## src/rtl/core/double_ended_queue_with_search_macros.svh

```systemverilog
// Assertion macros for the double-ended queue block
`ifndef DOUBLE_ENDED_QUEUE_WITH_SEARCH_MACROS_SVH
`define DOUBLE_ENDED_QUEUE_WITH_SEARCH_MACROS_SVH

`ifndef ASSERT_OFF
`define DEQ_ASSERT(lbl, clk, rst, prop, msg) \
  lbl: assert property (@(posedge clk) disable iff (rst) (prop)) else $error(msg);
`define DEQ_ASSERT_IMP(lbl, clk, rst, ante, cons, msg) \
  lbl: assert property (@(posedge clk) disable iff (rst) (ante) |-> (cons)) else $error(msg);
`else
`define DEQ_ASSERT(lbl, clk, rst, prop, msg)
`define DEQ_ASSERT_IMP(lbl, clk, rst, ante, cons, msg)
`endif

`endif

```

## src/rtl/core/deq_pkg.sv

```systemverilog
// Shared types, request codes and defaults for the double-ended queue
`default_nettype none
package deq_pkg;

  localparam int DEQ_DEPTH  = 16;
  localparam int DEQ_DATA_W = 32;

  localparam int REQ_W  = 4;
  localparam int WORD_W = 32;
  localparam int TOT_W  = 5;

  localparam logic [REQ_W-1:0] REQ_PUSH_FRONT = 4'd0;
  localparam logic [REQ_W-1:0] REQ_PUSH_BACK  = 4'd1;
  localparam logic [REQ_W-1:0] REQ_POP_FRONT  = 4'd2;
  localparam logic [REQ_W-1:0] REQ_POP_BACK   = 4'd3;
  localparam logic [REQ_W-1:0] REQ_PEEK_FRONT = 4'd4;
  localparam logic [REQ_W-1:0] REQ_PEEK_BACK  = 4'd5;
  localparam logic [REQ_W-1:0] REQ_FIND       = 4'd6;
  localparam logic [REQ_W-1:0] REQ_REMOVE     = 4'd7;

  typedef enum logic [1:0] {
    ST_OK       = 2'd0,
    ST_EMPTY    = 2'd1,
    ST_FULL     = 2'd2,
    ST_NOTFOUND = 2'd3
  } deq_status_t;

  typedef enum logic [1:0] {
    SEL_ZERO  = 2'd0,
    SEL_RDATA = 2'd1,
    SEL_FOUND = 2'd2
  } deq_sel_t;

  typedef struct packed {
    logic        latch;
    logic        push_do;
    logic        rd_end;
    logic        end_upd;
    logic        scan_start;
    logic        step;
    logic        shift_wr;
    logic        found_ld;
    logic        match_rm;
    logic        rm_done;
    logic        out_load;
    deq_status_t res_status;
    deq_sel_t    res_sel;
  } deq_cmd_t;

  typedef struct packed {
    logic [REQ_W-1:0] req;
    logic             empty;
    logic             full;
    logic             match;
    logic             miss_last;
    logic             more;
    logic             pvalid;
    logic             out_busy;
  } deq_stat_t;

endpackage
`default_nettype wire

```

## src/rtl/core/deq_ctrl.sv

```systemverilog
// Request sequencer: decodes each request and steps the datapath through it
`default_nettype none
module deq_ctrl import deq_pkg::*; (
  input  wire logic      clk,
  input  wire logic      rst,
  input  wire logic      s_tvalid,
  output logic           s_tready,
  input  wire deq_stat_t stat,
  output deq_cmd_t       cmd
);

  typedef enum logic [2:0] {
    S_IDLE,
    S_EXEC,
    S_RDWAIT,
    S_SCAN,
    S_SHIFT,
    S_DONE
  } state_t;

  state_t      state, state_next;
  deq_status_t res_status, res_status_next;
  deq_sel_t    res_sel, res_sel_next;

  assign s_tready = (state == S_IDLE);

  always_comb begin
    cmd = '0;
    cmd.res_status = res_status;
    cmd.res_sel = res_sel;
    state_next = state;
    res_status_next = res_status;
    res_sel_next = res_sel;
    case (state)
      S_IDLE: begin
        if (s_tvalid) begin
          cmd.latch = 1'b1;
          state_next = S_EXEC;
        end
      end
      S_EXEC: begin
        res_status_next = ST_OK;
        res_sel_next = SEL_ZERO;
        state_next = S_DONE;
        if (stat.req inside {REQ_PUSH_FRONT, REQ_PUSH_BACK}) begin
          if (stat.full) begin
            res_status_next = ST_FULL;
          end else begin
            cmd.push_do = 1'b1;
          end
        end else if (stat.req inside {REQ_POP_FRONT, REQ_POP_BACK,
                                      REQ_PEEK_FRONT, REQ_PEEK_BACK}) begin
          if (stat.empty) begin
            res_status_next = ST_EMPTY;
          end else begin
            cmd.rd_end = 1'b1;
            state_next = S_RDWAIT;
          end
        end else if (stat.req inside {REQ_FIND, REQ_REMOVE}) begin
          if (stat.empty) begin
            res_status_next = ST_NOTFOUND;
          end else begin
            cmd.scan_start = 1'b1;
            state_next = S_SCAN;
          end
        end
      end
      S_RDWAIT: begin
        cmd.end_upd = 1'b1;
        res_status_next = ST_OK;
        res_sel_next = SEL_RDATA;
        state_next = S_DONE;
      end
      S_SCAN: begin
        if (stat.match) begin
          cmd.found_ld = 1'b1;
          res_status_next = ST_OK;
          res_sel_next = SEL_FOUND;
          if (stat.req == REQ_REMOVE) begin
            cmd.match_rm = 1'b1;
            state_next = S_SHIFT;
          end else begin
            state_next = S_DONE;
          end
        end else if (stat.miss_last) begin
          res_status_next = ST_NOTFOUND;
          res_sel_next = SEL_ZERO;
          state_next = S_DONE;
        end else begin
          cmd.step = 1'b1;
        end
      end
      S_SHIFT: begin
        if (!stat.more && !stat.pvalid) begin
          cmd.rm_done = 1'b1;
          state_next = S_DONE;
        end else begin
          cmd.step = 1'b1;
          cmd.shift_wr = 1'b1;
        end
      end
      S_DONE: begin
        if (!stat.out_busy) begin
          cmd.out_load = 1'b1;
          state_next = S_IDLE;
        end
      end
      default: begin
        state_next = S_IDLE;
      end
    endcase
  end

  always_ff @(posedge clk) begin
    if (rst) begin
      state <= S_IDLE;
      res_status <= ST_OK;
      res_sel <= SEL_ZERO;
    end else begin
      state <= state_next;
      res_status <= res_status_next;
      res_sel <= res_sel_next;
    end
  end

endmodule
`default_nettype wire

```

## src/rtl/core/deq_dp.sv

```systemverilog
// Datapath: ring store, front and count, scan and shift indexes, result register
`default_nettype none
`include "double_ended_queue_with_search_macros.svh"
module deq_dp import deq_pkg::*; #(
  parameter int DEPTH  = DEQ_DEPTH,
  parameter int DATA_W = DEQ_DATA_W
) (
  input  wire logic              clk,
  input  wire logic              rst,
  input  wire logic [REQ_W-1:0]  in_req,
  input  wire logic [WORD_W-1:0] in_word,
  input  wire deq_cmd_t          cmd,
  output deq_stat_t              stat,
  input  wire logic              m_tready,
  output logic                   o_valid,
  output deq_status_t            o_status,
  output logic [WORD_W-1:0]      o_data,
  output logic [TOT_W-1:0]       o_total
);

  localparam int AW = (DEPTH > 1) ? $clog2(DEPTH) : 1;
  localparam int CW = $clog2(DEPTH + 1);
  localparam int SW = CW + 1;

  logic [DATA_W-1:0] mem [DEPTH];
  logic [DATA_W-1:0] rdata;
  logic [DATA_W-1:0] found;
  logic [DATA_W-1:0] key;
  logic [REQ_W-1:0]  req;
  logic [AW-1:0]     front;
  logic [CW-1:0]     count;
  logic [CW-1:0]     idx;
  logic [CW-1:0]     pidx;
  logic              pvalid;

  logic [63:0]       word_ext;
  logic [SW-1:0]     front_ext;
  logic [AW-1:0]     a_front_m1, a_front_p1, a_back, a_last, a_idx, a_shift;
  logic              rd_en, we, more, match_raw, at_front;
  logic [AW-1:0]     raddr, waddr;
  logic [DATA_W-1:0] wdata;
  logic [DATA_W-1:0] sel_word;
  logic [63:0]       sel_ext;
  logic [SW-1:0]     count_ext;

  function automatic logic [AW-1:0] wrap(input logic [SW-1:0] sum);
    logic [SW-1:0] fixed;
    fixed = (sum >= SW'(DEPTH)) ? (sum - SW'(DEPTH)) : sum;
    return fixed[AW-1:0];
  endfunction

  assign word_ext   = 64'(in_word);
  assign front_ext  = SW'(front);
  assign a_front_m1 = (front == '0) ? AW'(DEPTH - 1) : front - AW'(1);
  assign a_front_p1 = (front == AW'(DEPTH - 1)) ? '0 : front + AW'(1);
  assign a_back     = wrap(front_ext + SW'(count));
  assign a_last     = wrap(front_ext + SW'(count) - SW'(1));
  assign a_idx      = wrap(front_ext + SW'(idx));
  assign a_shift    = wrap(front_ext + SW'(pidx) - SW'(1));

  assign more      = (idx < count);
  assign match_raw = (rdata == key);
  assign at_front  = (req == REQ_POP_FRONT) || (req == REQ_PEEK_FRONT);

  assign rd_en = cmd.rd_end || (cmd.step && more);
  assign raddr = cmd.rd_end ? (at_front ? front : a_last) : a_idx;
  assign we    = cmd.push_do || (cmd.shift_wr && pvalid);
  assign waddr = cmd.push_do ? ((req == REQ_PUSH_FRONT) ? a_front_m1 : a_back) : a_shift;
  assign wdata = cmd.push_do ? key : rdata;

  always_ff @(posedge clk) begin
    if (we) begin
      mem[waddr] <= wdata;
    end
    if (rd_en) begin
      rdata <= mem[raddr];
    end
  end

  always_ff @(posedge clk) begin
    if (cmd.latch) begin
      req <= in_req;
      key <= word_ext[DATA_W-1:0];
    end
    if (cmd.found_ld) begin
      found <= rdata;
    end
  end

  always_ff @(posedge clk) begin
    if (rst) begin
      front <= '0;
      count <= '0;
      idx <= '0;
      pidx <= '0;
      pvalid <= 1'b0;
    end else begin
      if (cmd.push_do) begin
        count <= count + CW'(1);
        if (req == REQ_PUSH_FRONT) begin
          front <= a_front_m1;
        end
      end
      if (cmd.end_upd) begin
        if (req == REQ_POP_FRONT) begin
          front <= a_front_p1;
          count <= count - CW'(1);
        end else if (req == REQ_POP_BACK) begin
          count <= count - CW'(1);
        end
      end
      if (cmd.rm_done) begin
        count <= count - CW'(1);
      end
      if (cmd.scan_start) begin
        idx <= '0;
        pvalid <= 1'b0;
      end else if (cmd.match_rm) begin
        idx <= pidx + CW'(1);
        pvalid <= 1'b0;
      end else if (cmd.step) begin
        pvalid <= more;
        pidx <= idx;
        if (more) begin
          idx <= idx + CW'(1);
        end
      end
    end
  end

  always_comb begin
    case (cmd.res_sel)
      SEL_RDATA: sel_word = rdata;
      SEL_FOUND: sel_word = found;
      default:   sel_word = '0;
    endcase
  end

  assign sel_ext = 64'(sel_word);
  assign count_ext = SW'(count);

  always_ff @(posedge clk) begin
    if (rst) begin
      o_valid <= 1'b0;
    end else if (cmd.out_load) begin
      o_valid <= 1'b1;
    end else if (m_tready) begin
      o_valid <= 1'b0;
    end
  end

  always_ff @(posedge clk) begin
    if (cmd.out_load) begin
      o_status <= cmd.res_status;
      o_data <= sel_ext[WORD_W-1:0];
      o_total <= TOT_W'(count_ext);
    end
  end

  always_comb begin
    stat.req = req;
    stat.empty = (count == '0);
    stat.full = (count >= CW'(DEPTH));
    stat.match = pvalid && match_raw;
    stat.miss_last = pvalid && !match_raw && (pidx == count - CW'(1));
    stat.more = more;
    stat.pvalid = pvalid;
    stat.out_busy = o_valid && !m_tready;
  end

  `DEQ_ASSERT(a_count_max, clk, rst, count <= CW'(DEPTH), "entry count above depth")
  `DEQ_ASSERT_IMP(a_push_room, clk, rst, cmd.push_do, count < CW'(DEPTH), "push with no room")
  `DEQ_ASSERT_IMP(a_load_free, clk, rst, cmd.out_load, !(o_valid && !m_tready), "result overrun")
  `DEQ_ASSERT_IMP(a_shift_idx, clk, rst, cmd.shift_wr && pvalid, pidx != '0, "shift below front")

endmodule
`default_nettype wire

```

## src/rtl/core/double_ended_queue_with_search.sv

```systemverilog
// Top level of the double-ended queue with search
// One request at a time. A push, unused code or failed request goes from decode
// straight to the result, and a pop or peek first reads its end of the store. Find
// and remove read the store one entry per cycle from the front and stop at the
// first match or after the last entry; a remove then shifts the later entries one
// per cycle through the one read port and one write port to close the gap. The
// result sits in an output register, so the next request is taken while it waits;
// a stalled result blocks only the finish of the next request.
`default_nettype none
module double_ended_queue_with_search import deq_pkg::*; #(
  parameter int DEPTH  = DEQ_DEPTH,
  parameter int DATA_W = DEQ_DATA_W
) (
  input  wire logic        clk,
  input  wire logic        rst,
  input  wire logic        s_tvalid,
  output logic             s_tready,
  input  wire logic [31:0] s_tdata,   // item_value[31:0]
  input  wire logic [3:0]  s_tuser,   // req_type[3:0]
  output logic             m_tvalid,
  input  wire logic        m_tready,
  output logic [39:0]      m_tdata,   // data_out[31:0], entry_total[36:32], zero[39:37]
  output logic [1:0]       m_tuser    // status[1:0]
);

  deq_cmd_t          cmd;
  deq_stat_t         stat;
  deq_status_t       o_status;
  logic [WORD_W-1:0] o_data;
  logic [TOT_W-1:0]  o_total;

  deq_ctrl u_ctrl (
    .clk      (clk),
    .rst      (rst),
    .s_tvalid (s_tvalid),
    .s_tready (s_tready),
    .stat     (stat),
    .cmd      (cmd)
  );

  deq_dp #(
    .DEPTH  (DEPTH),
    .DATA_W (DATA_W)
  ) u_dp (
    .clk      (clk),
    .rst      (rst),
    .in_req   (s_tuser),
    .in_word  (s_tdata),
    .cmd      (cmd),
    .stat     (stat),
    .m_tready (m_tready),
    .o_valid  (m_tvalid),
    .o_status (o_status),
    .o_data   (o_data),
    .o_total  (o_total)
  );

  assign m_tdata = {3'b000, o_total, o_data};
  assign m_tuser = o_status;

endmodule
`default_nettype wire
```

## config.mk

```make
export PLATFORM = sky130hd
export DESIGN_NAME = double_ended_queue_with_search
export DESIGN_NICKNAME = d
export VERILOG_FILES = /design/src/rtl/core/deq_pkg.sv /design/src/rtl/core/deq_ctrl.sv /design/src/rtl/core/deq_dp.sv /design/src/rtl/core/double_ended_queue_with_search.sv
export VERILOG_INCLUDE_DIRS = /design/src /design/src/rtl/core
export SDC_FILE = /design/constraint.sdc
export NUM_CORES = 1
export LEC_CHECK = 0
export ABC_CLOCK_PERIOD_IN_PS = 9600
export BUFFER_PORTS_ARGS = -buffer_cell sky130_fd_sc_hd__buf_2
export CORE_AREA = 5 5 233 235
export DETAILED_ROUTE_END_ITERATION = 7
export DIE_AREA = 0 0 238 240
export PLACE_DENSITY_LB_ADDON = 0.08
export SYNTH_ARGS = -nofsm -noshare
export SYNTH_HDL_FRONTEND = slang
export SYNTH_HIERARCHICAL = 1
export SYNTH_SLANG_ARGS = --single-unit
```

## constraint.sdc

```tcl
create_clock -name clk -period 9.6 [get_ports clk]
set_clock_uncertainty 0.05 [all_clocks]
set_input_delay 1.92 -clock clk [delete_from_list [all_inputs] [get_ports clk]]
set_output_delay 1.92 -clock clk [all_outputs]
set_load 0.02 [all_outputs]
```

* Word-level counts from Yosys, hierarchy flattened
Memory sizes are Yosys's and may differ from the RTL's. A register that Yosys moved wholly into a read port is not among the register bits.
Index checks and enable logic that the tools add are counted.
** Operators by class
- Order comparisons :: 6
- $add $sub $neg :: 15
- Eq/ne operators :: 21
- Reduce and logical (&&, ||, !) cells :: 31
- Mux-type cells :: 77
- Bitwise logic cells :: 2
** Operator list (count)
- $pmux 32 s2 :: 1
- $mux 4 :: 14
- $mux 5 :: 8
- $eq 32x32->1 :: 1
- $mux 32 :: 1
- $mux 3 :: 10
- $mux 1 :: 26
- $mux 2 :: 13
- $ge 6x5->1 const B :: 4
- $sub 4x1->4 const B :: 5
- $add 4x5->6 :: 3
- $pmux 3 s6 :: 1
- $eq 4x3->1 const B :: 4
- $add 5x1->5 const B :: 3
- $pmux 2 s3 :: 2
- $sub 6x1->6 const B :: 2
- $reduce_bool 2->1 :: 5
- $eq 4x2->1 const B :: 2
- $logic_not 4->1 :: 2
- $logic_and 1x1->1 :: 7
- $eq 3x2->1 const B :: 2
- $eq 3x3->1 const B :: 2
- $eq 5x5->1 :: 1
- $ge 5x5->1 const B :: 1
- other kinds (24) :: 32
** Word-level totals
- Memories kept :: 1
- Flip-flop bits (word level) :: 135
- Word-level logic and storage cells :: 168
- RAM bits :: 512
- Output and inout bits :: 44
- Input bits :: 40
** Memory list
- u_dp.mem :: depth 16, width 32, read ports 1, clocked after memory_dff 1, wr ports 1, RTL line deq_dp.sv:25 : logic [DATA_W-1:0] mem [DEPTH];

* Depth between registers and ports, before layout
Gate-level depths: netlist of the first run.
- Depth after elaboration :: 10
- Depth in mapped cells :: 18
- Gate-level depth less buffers :: 14

* By module
Netlist of the first run, hierarchy kept.
** By module, submodules not included
- deq_dp :: seq. area each 19969.2 µm², times used 1, area an instance 27557.7 µm², cells an instance 1868
- deq_ctrl :: seq. area each 140.1 µm², times used 1, area an instance 556.8 µm², cells an instance 75
- double_ended_queue_with_search :: seq. area each 0.0 µm², times used 1, area an instance 26.3 µm², cells an instance 4

* Worst setup path before layout of the first run
OpenSTA, ideal clock, no wires.
- Kind :: input to register
- From :: in m_tready
- To :: reg u_dp.o_data[0] (enable)
- Stages on the path :: 2
- Setup time :: 494 ps
- Setup slack :: 4118 ps
- Data arrival time :: 4938 ps
- Buffers on the path :: 0
- Data required time :: 9056 ps
- Cell sequence :: nor2b_1 > nor3b_1
** RTL lines
- from (decl) :: RTL line double_ended_queue_with_search.sv:21 : input wire logic m_tready,
- to (signal assigned) :: RTL line deq_dp.sv:155 : o_data <= sel_ext[WORD_W-1:0];
- to (decl) :: RTL line deq_dp.sv:17 : output logic [WORD_W-1:0] o_data,

==> results of run 1 <==
-- worst max-delay path: stages, from the launching register on --
cell and delay [ns]:
dfxtp_1 0.50, inv_1 0.15, ha_1 0.26, nand3_1 0.16, nor2_1 0.12, or4_1 0.59, nor2_1 0.63, inv_1 0.28
nand2_1 0.20, o31a_2 0.42, buf_4 0.74, mux2i_1 0.29, mux2i_1 0.10, a32o_1 0.24, a221o_1 0.28
-- cells in the mapped netlist (9+ instances only) --
cell type    n
a211oi_1    68
a21oi_1     33
a221o_1     31
a22oi_1     32
a31oi_1     68
a32o_1      31
and2_1      64
buf_2       44
buf_4       12
buf_6       10
clkbuf_1    52
dfxtp_1     28
edfxtp_1   651
ha_1        22
inv_1       26
mux2_2      32
mux2i_1    100
nand2_1    290
nand3_1     44
nand3b_1    33
nor2_1     102
nor2b_1     10
nor3_1       9
nor4_1      14
xnor2_1     16
xor2_1      45
-- how the worst min path moves through the flow --
stage / from / cells after the start / endpoint
finish: u_ctrl/res_status[1]$_SDFFE_PP0P_ / 0 / u_dp/o_status[1]$_DFFE_PP_
global route: u_ctrl/res_status[1]$_SDFFE_PP0P_ / 0 / u_dp/o_status[1]$_DFFE_PP_
CTS: u_ctrl/res_status[0]$_SDFFE_PP0P_ / 0 / u_dp/o_status[0]$_DFFE_PP_
detailed placement: u_ctrl/res_status[0]$_SDFFE_PP0P_ / 0 / u_dp/o_status[0]$_DFFE_PP_
global placement: u_ctrl/res_status[1]$_SDFFE_PP0P_ / 0 / u_dp/o_status[1]$_DFFE_PP_
floorplan: u_ctrl/res_status[0]$_SDFFE_PP0P_ / 0 / u_dp/o_status[0]$_DFFE_PP_
-- final cells by class --
cell class | instances | share of cell area (%)
flip-flops and latches | 679 | 63.8
multi-input cells | 1122 | 23.8
clock buffers | 93 | 6.27
well taps | 688 | 2.73
repair buffers | 116 | 2.21
clock inverters | 31 | 0.846
inverters | 27 | 0.322
-- registers in the layout (all words and copies together), names as in the netlist --
signal and flops:
u_dp/o_valid 1, u_dp/pvalid 1, u_dp/o_total 5, u_dp/o_status 2, u_ctrl/res_status 2, u_dp/count 5
u_dp/req 4, u_ctrl/res_sel 2, u_dp/idx 5, u_dp/o_data 32, u_dp/found 32, u_dp/rdata 32
u_dp/mem 512, u_ctrl/state 3, u_dp/front 4, u_dp/pidx 5, u_dp/key 32
-- per-layer routing --
layer | vias up | track usage [%]
met4 | 0 | 6.70
li1 | 7521 | -
met2 | 552 | 37.5
met5 | - | 0
met1 | 8285 | 34.4
met3 | 96 | 4.14
-- power groups by stage --
stage	registers [mW]	logic (mW)	clock network, mW
global placement	3.81	1.95	0
CTS	3.75	1.98	2.71
global route	3.77	2.16	2.85
finish	3.75	1.98	2.65
floorplan	3.77	1.45	0
detailed placement	3.81	1.97	0
-- stage by stage --
stage / total power, mW / hold WS [ns] / util (%)
global route: 8.78 / 0.403 / 60.5
CTS: 8.45 / 0.399 / 60.5
detailed placement: 5.79 / 0.384 / 56.2
finish: 8.39 / 0.396 / 60.5
global placement: 5.76 / 0.374 / 56.2
floorplan: 5.23 / 0.359 / -
-- cell families after synthesis --
group,synth area share (%)
flip-flops,71.5
AND/OR/NAND/NOR,9.67
AO/OA/AOI/OAI,8.19
buffers and inverters,2.61
multiplexers,4.88
XOR/XNOR,1.98
adder cells (fa/ha/maj),1.19
other,0.0133
==> reports/metrics.csv, run 1 <==
metric;value;unit
Tcrit/Tclk final;55.7;%
Seq cells post-synth;679;
hold buffers post-CTS;0;
Tmin final;5.34;ns
Mapped Cells;1947;
antenna fix cells;0;
DR DRC count;0;
multi-input logic area;7490;sq um
R2R setup slack;4.26;ns
Initial Util;54.1;%
largest net degree at the start of global routing;155;
CP endpoint;u_dp/rdata[16]$_DFFE_PP_;
Logic pwr share;23.6;%
Rows;84;
Switching Fraction;30.4;%
setup_tns;0;ns
post-CTS sizing;0;
H-tree levels;3;
final critical-path setup slack;4.26;ns
total wire length;68000;um
placed cell count;2632;
pre-CTS setup slack;4.33;ns
PortBufs;80;
IO Pins;84;
Rel. slew slack;24.4;%
Die Wd;238;um
CTS tree;done;
Leak;11.0;nW
crit-path max FO;69;
CTS Sinks;679;
Clock Latency Late Sink;0.60;ns
Final Instance Count excl. Fillers;2756;
cell area after synthesis;28100;sq um
actual slew at the worst max-slew pin;1.13;ns
GRT Residual Overflow;0;
Async SR Flop Fraction;0;%
Worst EP arrival;5.64;ns
CTS clk-pin slew, worst paths;0.06;ns
routability congestion estimate;0.809;
GRT Util Overall;23.7;%
register share of total power;44.8;%
commonest non-fill, non-tap cell in the layout;edfxtp_1;
reg2reg path depth;14;
crit start category;flop;
cell-internal power;5.84;mW
core area;52000;sq um
RSZ-0062 raised after global routing;false;
Area after DPL;29300;sq um
Syn Area/Cell;14.5;sq um
Detailed Route Iter0 Violations;1644;
most area-consuming cells after synthesis;edfxtp_1 (69%), nand2_1 (3.9%), mux2i_1 (3.6%);
clk buf depth;3;
CP Capture Type;flop;
Final ANT Viol Nets;0;
P_sw;2.55;mW
Post-synth EDFFs;651;
CTS root buf;clkbuf_16;
RR Endpoint;u_dp/rdata[16]$_DFFE_PP_;
NumNets Final;2082;
Worst Hold Class;flop to flop;
DRT Pass-1 Iters;5;
top cell type by total area after synthesis;edfxtp_1;
outcome;finished clean;
final setup violation count;0;
CTS Buf Count;71;
hold violation count in the final report;0;
YS warnings;6;
post-layout instance area;31500;sq um
post-CTS setup buffers;0;
vias per cell;5.97;
maximum VDD drop;213;uV
top sig layer;met4;
die area;57100;sq um
Die Y;240;um
Worst Setup SP;u_dp/count[0]$_SDFF_PP0_;
Clk network pwr share;31.6;%
Reg area;20100;sq um
r2r startpoint;u_dp/count[0]$_SDFF_PP0_;
worst endpoint required time;9.90;ns
Main synth FF type;edfxtp_1;
fillers;3967;
Yosys cell types;64;
Metal-1 WL;30100;um
first-pass GRT wire length;101000;um
Crit Path Category;flop to flop;
Syn-to-layout area delta;11.9;%
Routed WL per cell;24.7;um
most frequent cells in the layout;edfxtp_1 (651), nand2_1 (289), mux2i_1 (100);
met2 wire length;31700;um
post-DP HPWL;38000;um
FMAX;0.187;GHz
layout cells sized above 1;13.6;%
post-synth top area share;69.5;%
sequential cell area fraction in the yosys report;71.5;%
Slew Limit Fails;0;
Vias;16454;
initial antenna violation count;0;
vias in the first global route;15798;
Power Density;266;nW/um^2
routed wl met3;4720;um
max-cap violations;0;
No activity file was read; power rests on OpenSTA's default activity.
==> run 2: changes to the inputs <==
--- a/config.mk
+++ b/config.mk
@@ -6,7 +6,7 @@
 export SDC_FILE = /design/constraint.sdc
 export NUM_CORES = 1
 export LEC_CHECK = 0
-export ABC_CLOCK_PERIOD_IN_PS = 9600
+export ABC_CLOCK_PERIOD_IN_PS = 4600
 export BUFFER_PORTS_ARGS = -buffer_cell sky130_fd_sc_hd__buf_2
 export CORE_AREA = 5 5 233 235
 export DETAILED_ROUTE_END_ITERATION = 7
==> constraint.sdc (replaced) <==
create_clock -name clk -period 4.6 [get_ports clk]
set_clock_uncertainty 0.05 [all_clocks]
set_input_delay 0.92 -clock clk [delete_from_list [all_inputs] [get_ports clk]]
set_output_delay 0.92 -clock clk [all_outputs]
set_load 0.02 [all_outputs]
==> run 2 against run 1 <==
Effect of this change: worst setup slack lost 3.9 ns; non-clock buffer count grew 23; fmax grew 25%; total power grew 110%; sequential cell count is the same; clock power grew 110%; first-iteration DRC count grew 4.4%; wire length is essentially flat; final area grew 1.1%; worst hold slack lost 0.016 ns; sequential power grew 110%; critical path depth is the same; largest cell class unchanged; highest routed layer unchanged.
==> reports/metrics.csv, run 2 (synthesis gave the netlist of run 1 again) <==
metric;value;unit
Detailed Route Iter0 Violations;1716;
actual slew at the worst max-slew pin;1.11;ns
final setup violation count;0;
Power Density;555;nW/um^2
max-cap violations;0;
CTS Buf Count;71;
Slew Limit Fails;0;
worst endpoint required time;4.89;ns
Vias;16565;
fin util;61.2;%
hold violation count in the final report;0;
Worst Setup SP;u_dp/count[0]$_SDFF_PP0_;
DRT Pass-1 Iters;5;
Worst EP arrival;4.55;ns
CP endpoint;u_dp/rdata[14]$_DFFE_PP_;
Tcrit/Tclk final;92.7;%
initial antenna violation count;1;
worst path bufs/invs;3;
CTS clk-pin slew, worst paths;0.06;ns
maximum VDD drop;342;uV
Final ANT Viol Nets;0;
core area;52000;sq um
RR Endpoint;u_dp/rdata[14]$_DFFE_PP_;
Die Y;240;um
GRT Util Overall;23.6;%
most frequent cells in the layout;edfxtp_1 (651), nand2_1 (289), mux2i_1 (100);
setup_tns;0;ns
max reg flops;512;
crit-path max FO;76;
CP Capture Type;flop;
Syn-to-layout area delta;13.1;%
NumNets Final;2105;
largest net degree at the start of global routing;85;
FMAX;0.234;GHz
vias in the first global route;15896;
Rows;84;
Tmin final;4.27;ns
commonest non-fill, non-tap cell in the layout;edfxtp_1;
clk buf depth;3;
CTS tree;done;
post-CTS sizing;0;
worst path cell trace;inv_1 -> ha_1 -> nand3_1 -> nor2_1 -> or4_1 -> nor2_1 -> inv_1 -> nand2_1 -> o31a_2 -> buf_12 -> mux2i_1 -> mux2i_1 -> a32o_1 -> a221o_1;
antenna fix cells;0;
reg2reg path depth;14;
RSZ-0062 raised after global routing;false;
Biggest register;u_dp/mem;
slowest cell on the critical path;or4_1;
routability congestion estimate;0.851;
layout cells sized above 1;14.3;%
Leak;11.2;nW
r2r startpoint;u_dp/count[0]$_SDFF_PP0_;
GRT Residual Overflow;0;
hold buffers post-CTS;0;
Rel. slew slack;26.2;%
Worst path max stage delay;0.59;ns
IO Pins;84;
vias per cell;5.96;
H-tree levels;3;
DR DRC count;0;
R2R setup slack;0.33;ns
outcome;finished clean;
post-DP HPWL;39100;um
PortBufs;80;
CTS root buf;clkbuf_16;
first-pass GRT wire length;102000;um
die area;57100;sq um
Routed WL per cell;24.5;um
crit start category;flop;
total wire length;68100;um
stages on the worst setup path;14;
Initial Util;54.1;%
Crit Path Category;flop to flop;
Top delay family on crit path;simple AND/OR/NAND/NOR gates;
Die Wd;238;um
Clock Latency Late Sink;0.61;ns
CTS Sinks;679;
Worst Hold Class;flop to flop;
post-CTS setup buffers;0;
run 2: cell type report:
type	count	area (sq um)
Clock buffer	94	1970
Clock inverter	31	226
Fill cell	3919	20200
Inverter	27	101
Multi-Input combinational cell	1122	7490
Sequential cell	679	20100
Tap cell	688	861
Timing Repair Buffer	139	1080
run 2: per-layer routing:
metal / track usage, % / share of wire, % / vias up
met5: 0 / 0 / -
met4: 6.09 / 2.0 / 0
met3: 4.22 / 7.7 / 85
met2: 37.7 / 47 / 605
met1: 34.2 / 43 / 8302
li1: - / - / 7573
run 2: power breakdown:
part / total (mW) / leakage (nW) / internal [mW] / switching, mW
Clock: 5.44 / 1.07 / 3.17 / 2.27
Combinational: 4.36 / 4.00 / 1.55 / 2.81
Sequential: 7.86 / 6.11 / 7.52 / 0.340
run 2: worst min path at each step:
stage | start | endpoint | slack (ns) | depth (start not counted)
6_report | u_ctrl/res_status[1]$_SDFFE_PP0P_ | u_dp/o_status[1]$_DFFE_PP_ | 0.38 | 0
5_1_grt | u_ctrl/res_status[0]$_SDFFE_PP0P_ | u_dp/o_status[0]$_DFFE_PP_ | 0.41 | 0
4_1_cts | u_ctrl/res_status[1]$_SDFFE_PP0P_ | u_dp/o_status[1]$_DFFE_PP_ | 0.38 | 0
3_5_place_dp | u_ctrl/res_status[1]$_SDFFE_PP0P_ | u_dp/o_status[1]$_DFFE_PP_ | 0.37 | 0
3_3_place_gp | u_ctrl/res_status[0]$_SDFFE_PP0P_ | u_dp/o_status[0]$_DFFE_PP_ | 0.37 | 0
2_1_floorplan | u_ctrl/res_status[0]$_SDFFE_PP0P_ | u_dp/o_status[0]$_DFFE_PP_ | 0.36 | 0
run 2: worst reg2reg max path: stages (launching register included):
cell and delay [ns]:
dfxtp_1 0.49, inv_1 0.14, ha_1 0.25, nand3_1 0.16
nor2_1 0.11, or4_1 0.59, nor2_1 0.21, inv_1 0.16
nand2_1 0.15, o31a_2 0.42, buf_12 0.40, mux2i_1 0.33
mux2i_1 0.10, a32o_1 0.21, a221o_1 0.26
run 2: per-stage QoR:
stage	worst slack (ns)	hold slack, ns	instance area [sq um]	total power, mW	cells
2_1_floorplan	0.118	0.359	28100	10.9	1949
3_3_place_gp	0.461	0.370	29600	12.3	2655
3_5_place_dp	0.369	0.370	29600	12.3	2655
4_1_cts	0.354	0.383	31800	17.8	2780
5_1_grt	0.0924	0.409	31800	18.4	2780
6_report	0.335	0.380	31800	17.7	2780
==> run 3: changes to the inputs <==
--- a/config.mk
+++ b/config.mk
@@ -12,6 +12,7 @@
 export DETAILED_ROUTE_END_ITERATION = 7
 export DIE_AREA = 0 0 238 240
 export PLACE_DENSITY_LB_ADDON = 0.08
+export REMOVE_ABC_BUFFERS = 1
 export SYNTH_ARGS = -nofsm -noshare
 export SYNTH_HDL_FRONTEND = slang
 export SYNTH_HIERARCHICAL = 1
==> run 3 against run 2 <==
Effect of this change: sequential power fell by 0.9%; clock power rose by 6.1%; fmax rose by 2.0%; sequential cell count did not move; utilization rose by 0.43 points; critical path depth did not move; worst setup slack improved by 0.085 ns; total power rose by 1.9%; combinational power rose by 2%; cell count rose by 0.32%; sequential share of layout area fell by 0.44 points; largest power group unchanged.
==> reports/metrics.csv, run 3 (synthesis gave the netlist of run 1 again) <==
metric;value;unit
outcome;finished clean;
r2r startpoint;u_dp/count[0]$_SDFF_PP0_;
DR DRC count;0;
Crit Path Category;flop to flop;
PortBufs;80;
Final ANT Viol Nets;0;
largest net degree at the start of global routing;123;
crit-path max FO;70;
post-CTS setup buffers;0;
Switching Fraction;30.5;%
GRT Util Overall;24.5;%
core area;52000;sq um
RR Endpoint;u_dp/rdata[0]$_DFFE_PP_;
Syn-to-layout area delta;13.9;%
Slew Limit Fails;0;
Biggest register;u_dp/mem;
CTS root buf;clkbuf_16;
vias in the first global route;16177;
Initial Util;54.1;%
Leak;11.3;nW
Worst Hold Class;flop to flop;
CTS Buf Count;72;
Rel. slew slack;39.3;%
worst endpoint required time;4.90;ns
DRT Pass-1 Iters;5;
post-route total power;18.0;mW
Logic pwr share;24.6;%
R2R setup slack;0.42;ns
worst path cell trace;inv_1 -> ha_1 -> nand3_1 -> nor2_1 -> or4_1 -> nor2_1 -> inv_1 -> nand2_1 -> o31a_2 -> buf_12 -> mux2i_1 -> mux2i_1 -> a32o_1 -> a221o_1;
Clock Latency Late Sink;0.61;ns
Vias;16672;
final setup violation count;0;
first-pass GRT wire length;105000;um
slowest cell on the critical path;or4_1;
final critical-path setup slack;0.420;ns
Rows;84;
max-cap violations;0;
RSZ-0062 raised after global routing;false;
crit start category;flop;
fillers;3917;
commonest non-fill, non-tap cell in the layout;edfxtp_1;
GRT Residual Overflow;0;
routability congestion estimate;0.849;
P_sw;5.49;mW
CP Capture Type;flop;
max reg flops;512;
Power Density;561;nW/um^2
Worst Setup SP;u_dp/count[0]$_SDFF_PP0_;
Area after DPL;29700;sq um
Clk network pwr share;32.1;%
setup_tns;0;ns
Tcrit/Tclk final;90.9;%
Tmin final;4.18;ns
initial antenna violation count;1;
Die Y;240;um
CTS clk-pin slew, worst paths;0.06;ns
CTS tree;done;
cell-internal power;12.5;mW
pre-CTS setup slack;0.438;ns
post-DP HPWL;40200;um
fin util;61.6;%
layout cells sized above 1;15.1;%
H-tree levels;3;
maximum VDD drop;384;uV
register share of total power;43.3;%
reg2reg path depth;14;
actual slew at the worst max-slew pin;0.910;ns
post-CTS sizing;0;
FMAX;0.239;GHz
total wire length;70300;um
CP endpoint;u_dp/rdata[0]$_DFFE_PP_;
Die Wd;238;um
die area;57100;sq um
Routed WL per cell;25.2;um
NumNets Final;2111;
most frequent cells in the layout;edfxtp_1 (651), nand2_1 (289), mux2i_1 (100);
Worst path max stage delay;0.58;ns
CTS Sinks;679;
Worst EP arrival;4.48;ns
vias per cell;5.98;
post-layout instance area;32100;sq um
hold buffers post-CTS;0;
Detailed Route Iter0 Violations;1330;
clk buf depth;3;
IO Pins;84;
antenna fix cells;0;
hold violation count in the final report;0;
## run 3: stage by stage
stage | instances | hold WS (ns)
after floorplan | 1828 | 0.359
after global placement | 2660 | 0.374
after detailed placement | 2660 | 0.371
after CTS | 2789 | 0.386
after global routing | 2789 | 0.403
final | 2789 | 0.382
## run 3: power groups by stage
stage,Sequential (mW),Clock [mW],Combinational (mW)
floorplan,7.87,0,3.00
global placement,7.92,0,4.32
detailed placement,7.92,0,4.41
CTS,7.79,5.88,4.42
global route,7.83,6.15,4.80
finish,7.79,5.77,4.43
## run 3: worst max-delay path: cells and delay by family (launching register included)
| kind | cells | cell delay, ns |
|---|---|---|
| compound gates | 3 | 0.81 |
| flops | 1 | 0.48 |
| simple gates | 5 | 1.23 |
| buf+inv | 3 | 0.66 |
| fa+ha+maj | 1 | 0.25 |
| mux | 2 | 0.36 |
## run 3: layout make-up
class | count | area [sq um] | area share (%)
Multi-Input combinational cell | 1122 | 7500 | 23.4
Inverter | 27 | 101 | 0.316
Timing Repair Buffer | 144 | 1130 | 3.53
Clock buffer | 88 | 1910 | 5.97
Sequential cell | 679 | 20100 | 62.7
Clock inverter | 41 | 449 | 1.40
Tap cell | 688 | 861 | 2.68
## run 3: worst min-delay path by stage
stage	from	to	slack [ns]	depth (start not counted)
floorplan	u_ctrl/res_status[0]$_SDFFE_PP0P_	u_dp/o_status[0]$_DFFE_PP_	0.36	0
global placement	u_ctrl/res_status[1]$_SDFFE_PP0P_	u_dp/o_status[1]$_DFFE_PP_	0.37	0
detailed placement	u_ctrl/res_status[1]$_SDFFE_PP0P_	u_dp/o_status[1]$_DFFE_PP_	0.37	0
CTS	u_ctrl/res_status[1]$_SDFFE_PP0P_	u_dp/o_status[1]$_DFFE_PP_	0.39	0
global route	s_tdata[15]	u_dp/key[15]$_DFFE_PP_	0.40	1
finish	u_ctrl/res_status[1]$_SDFFE_PP0P_	u_dp/o_status[1]$_DFFE_PP_	0.38	0
## run 3: layer usage
| metal | part of all wire, % | track usage [%] |
|---|---|---|
| met1 | 43 | 34.1 |
| met2 | 49 | 41.0 |
| met3 | 5.6 | 3.93 |
| met4 | 2.4 | 6.50 |
| met5 | 0.018 | 0 |
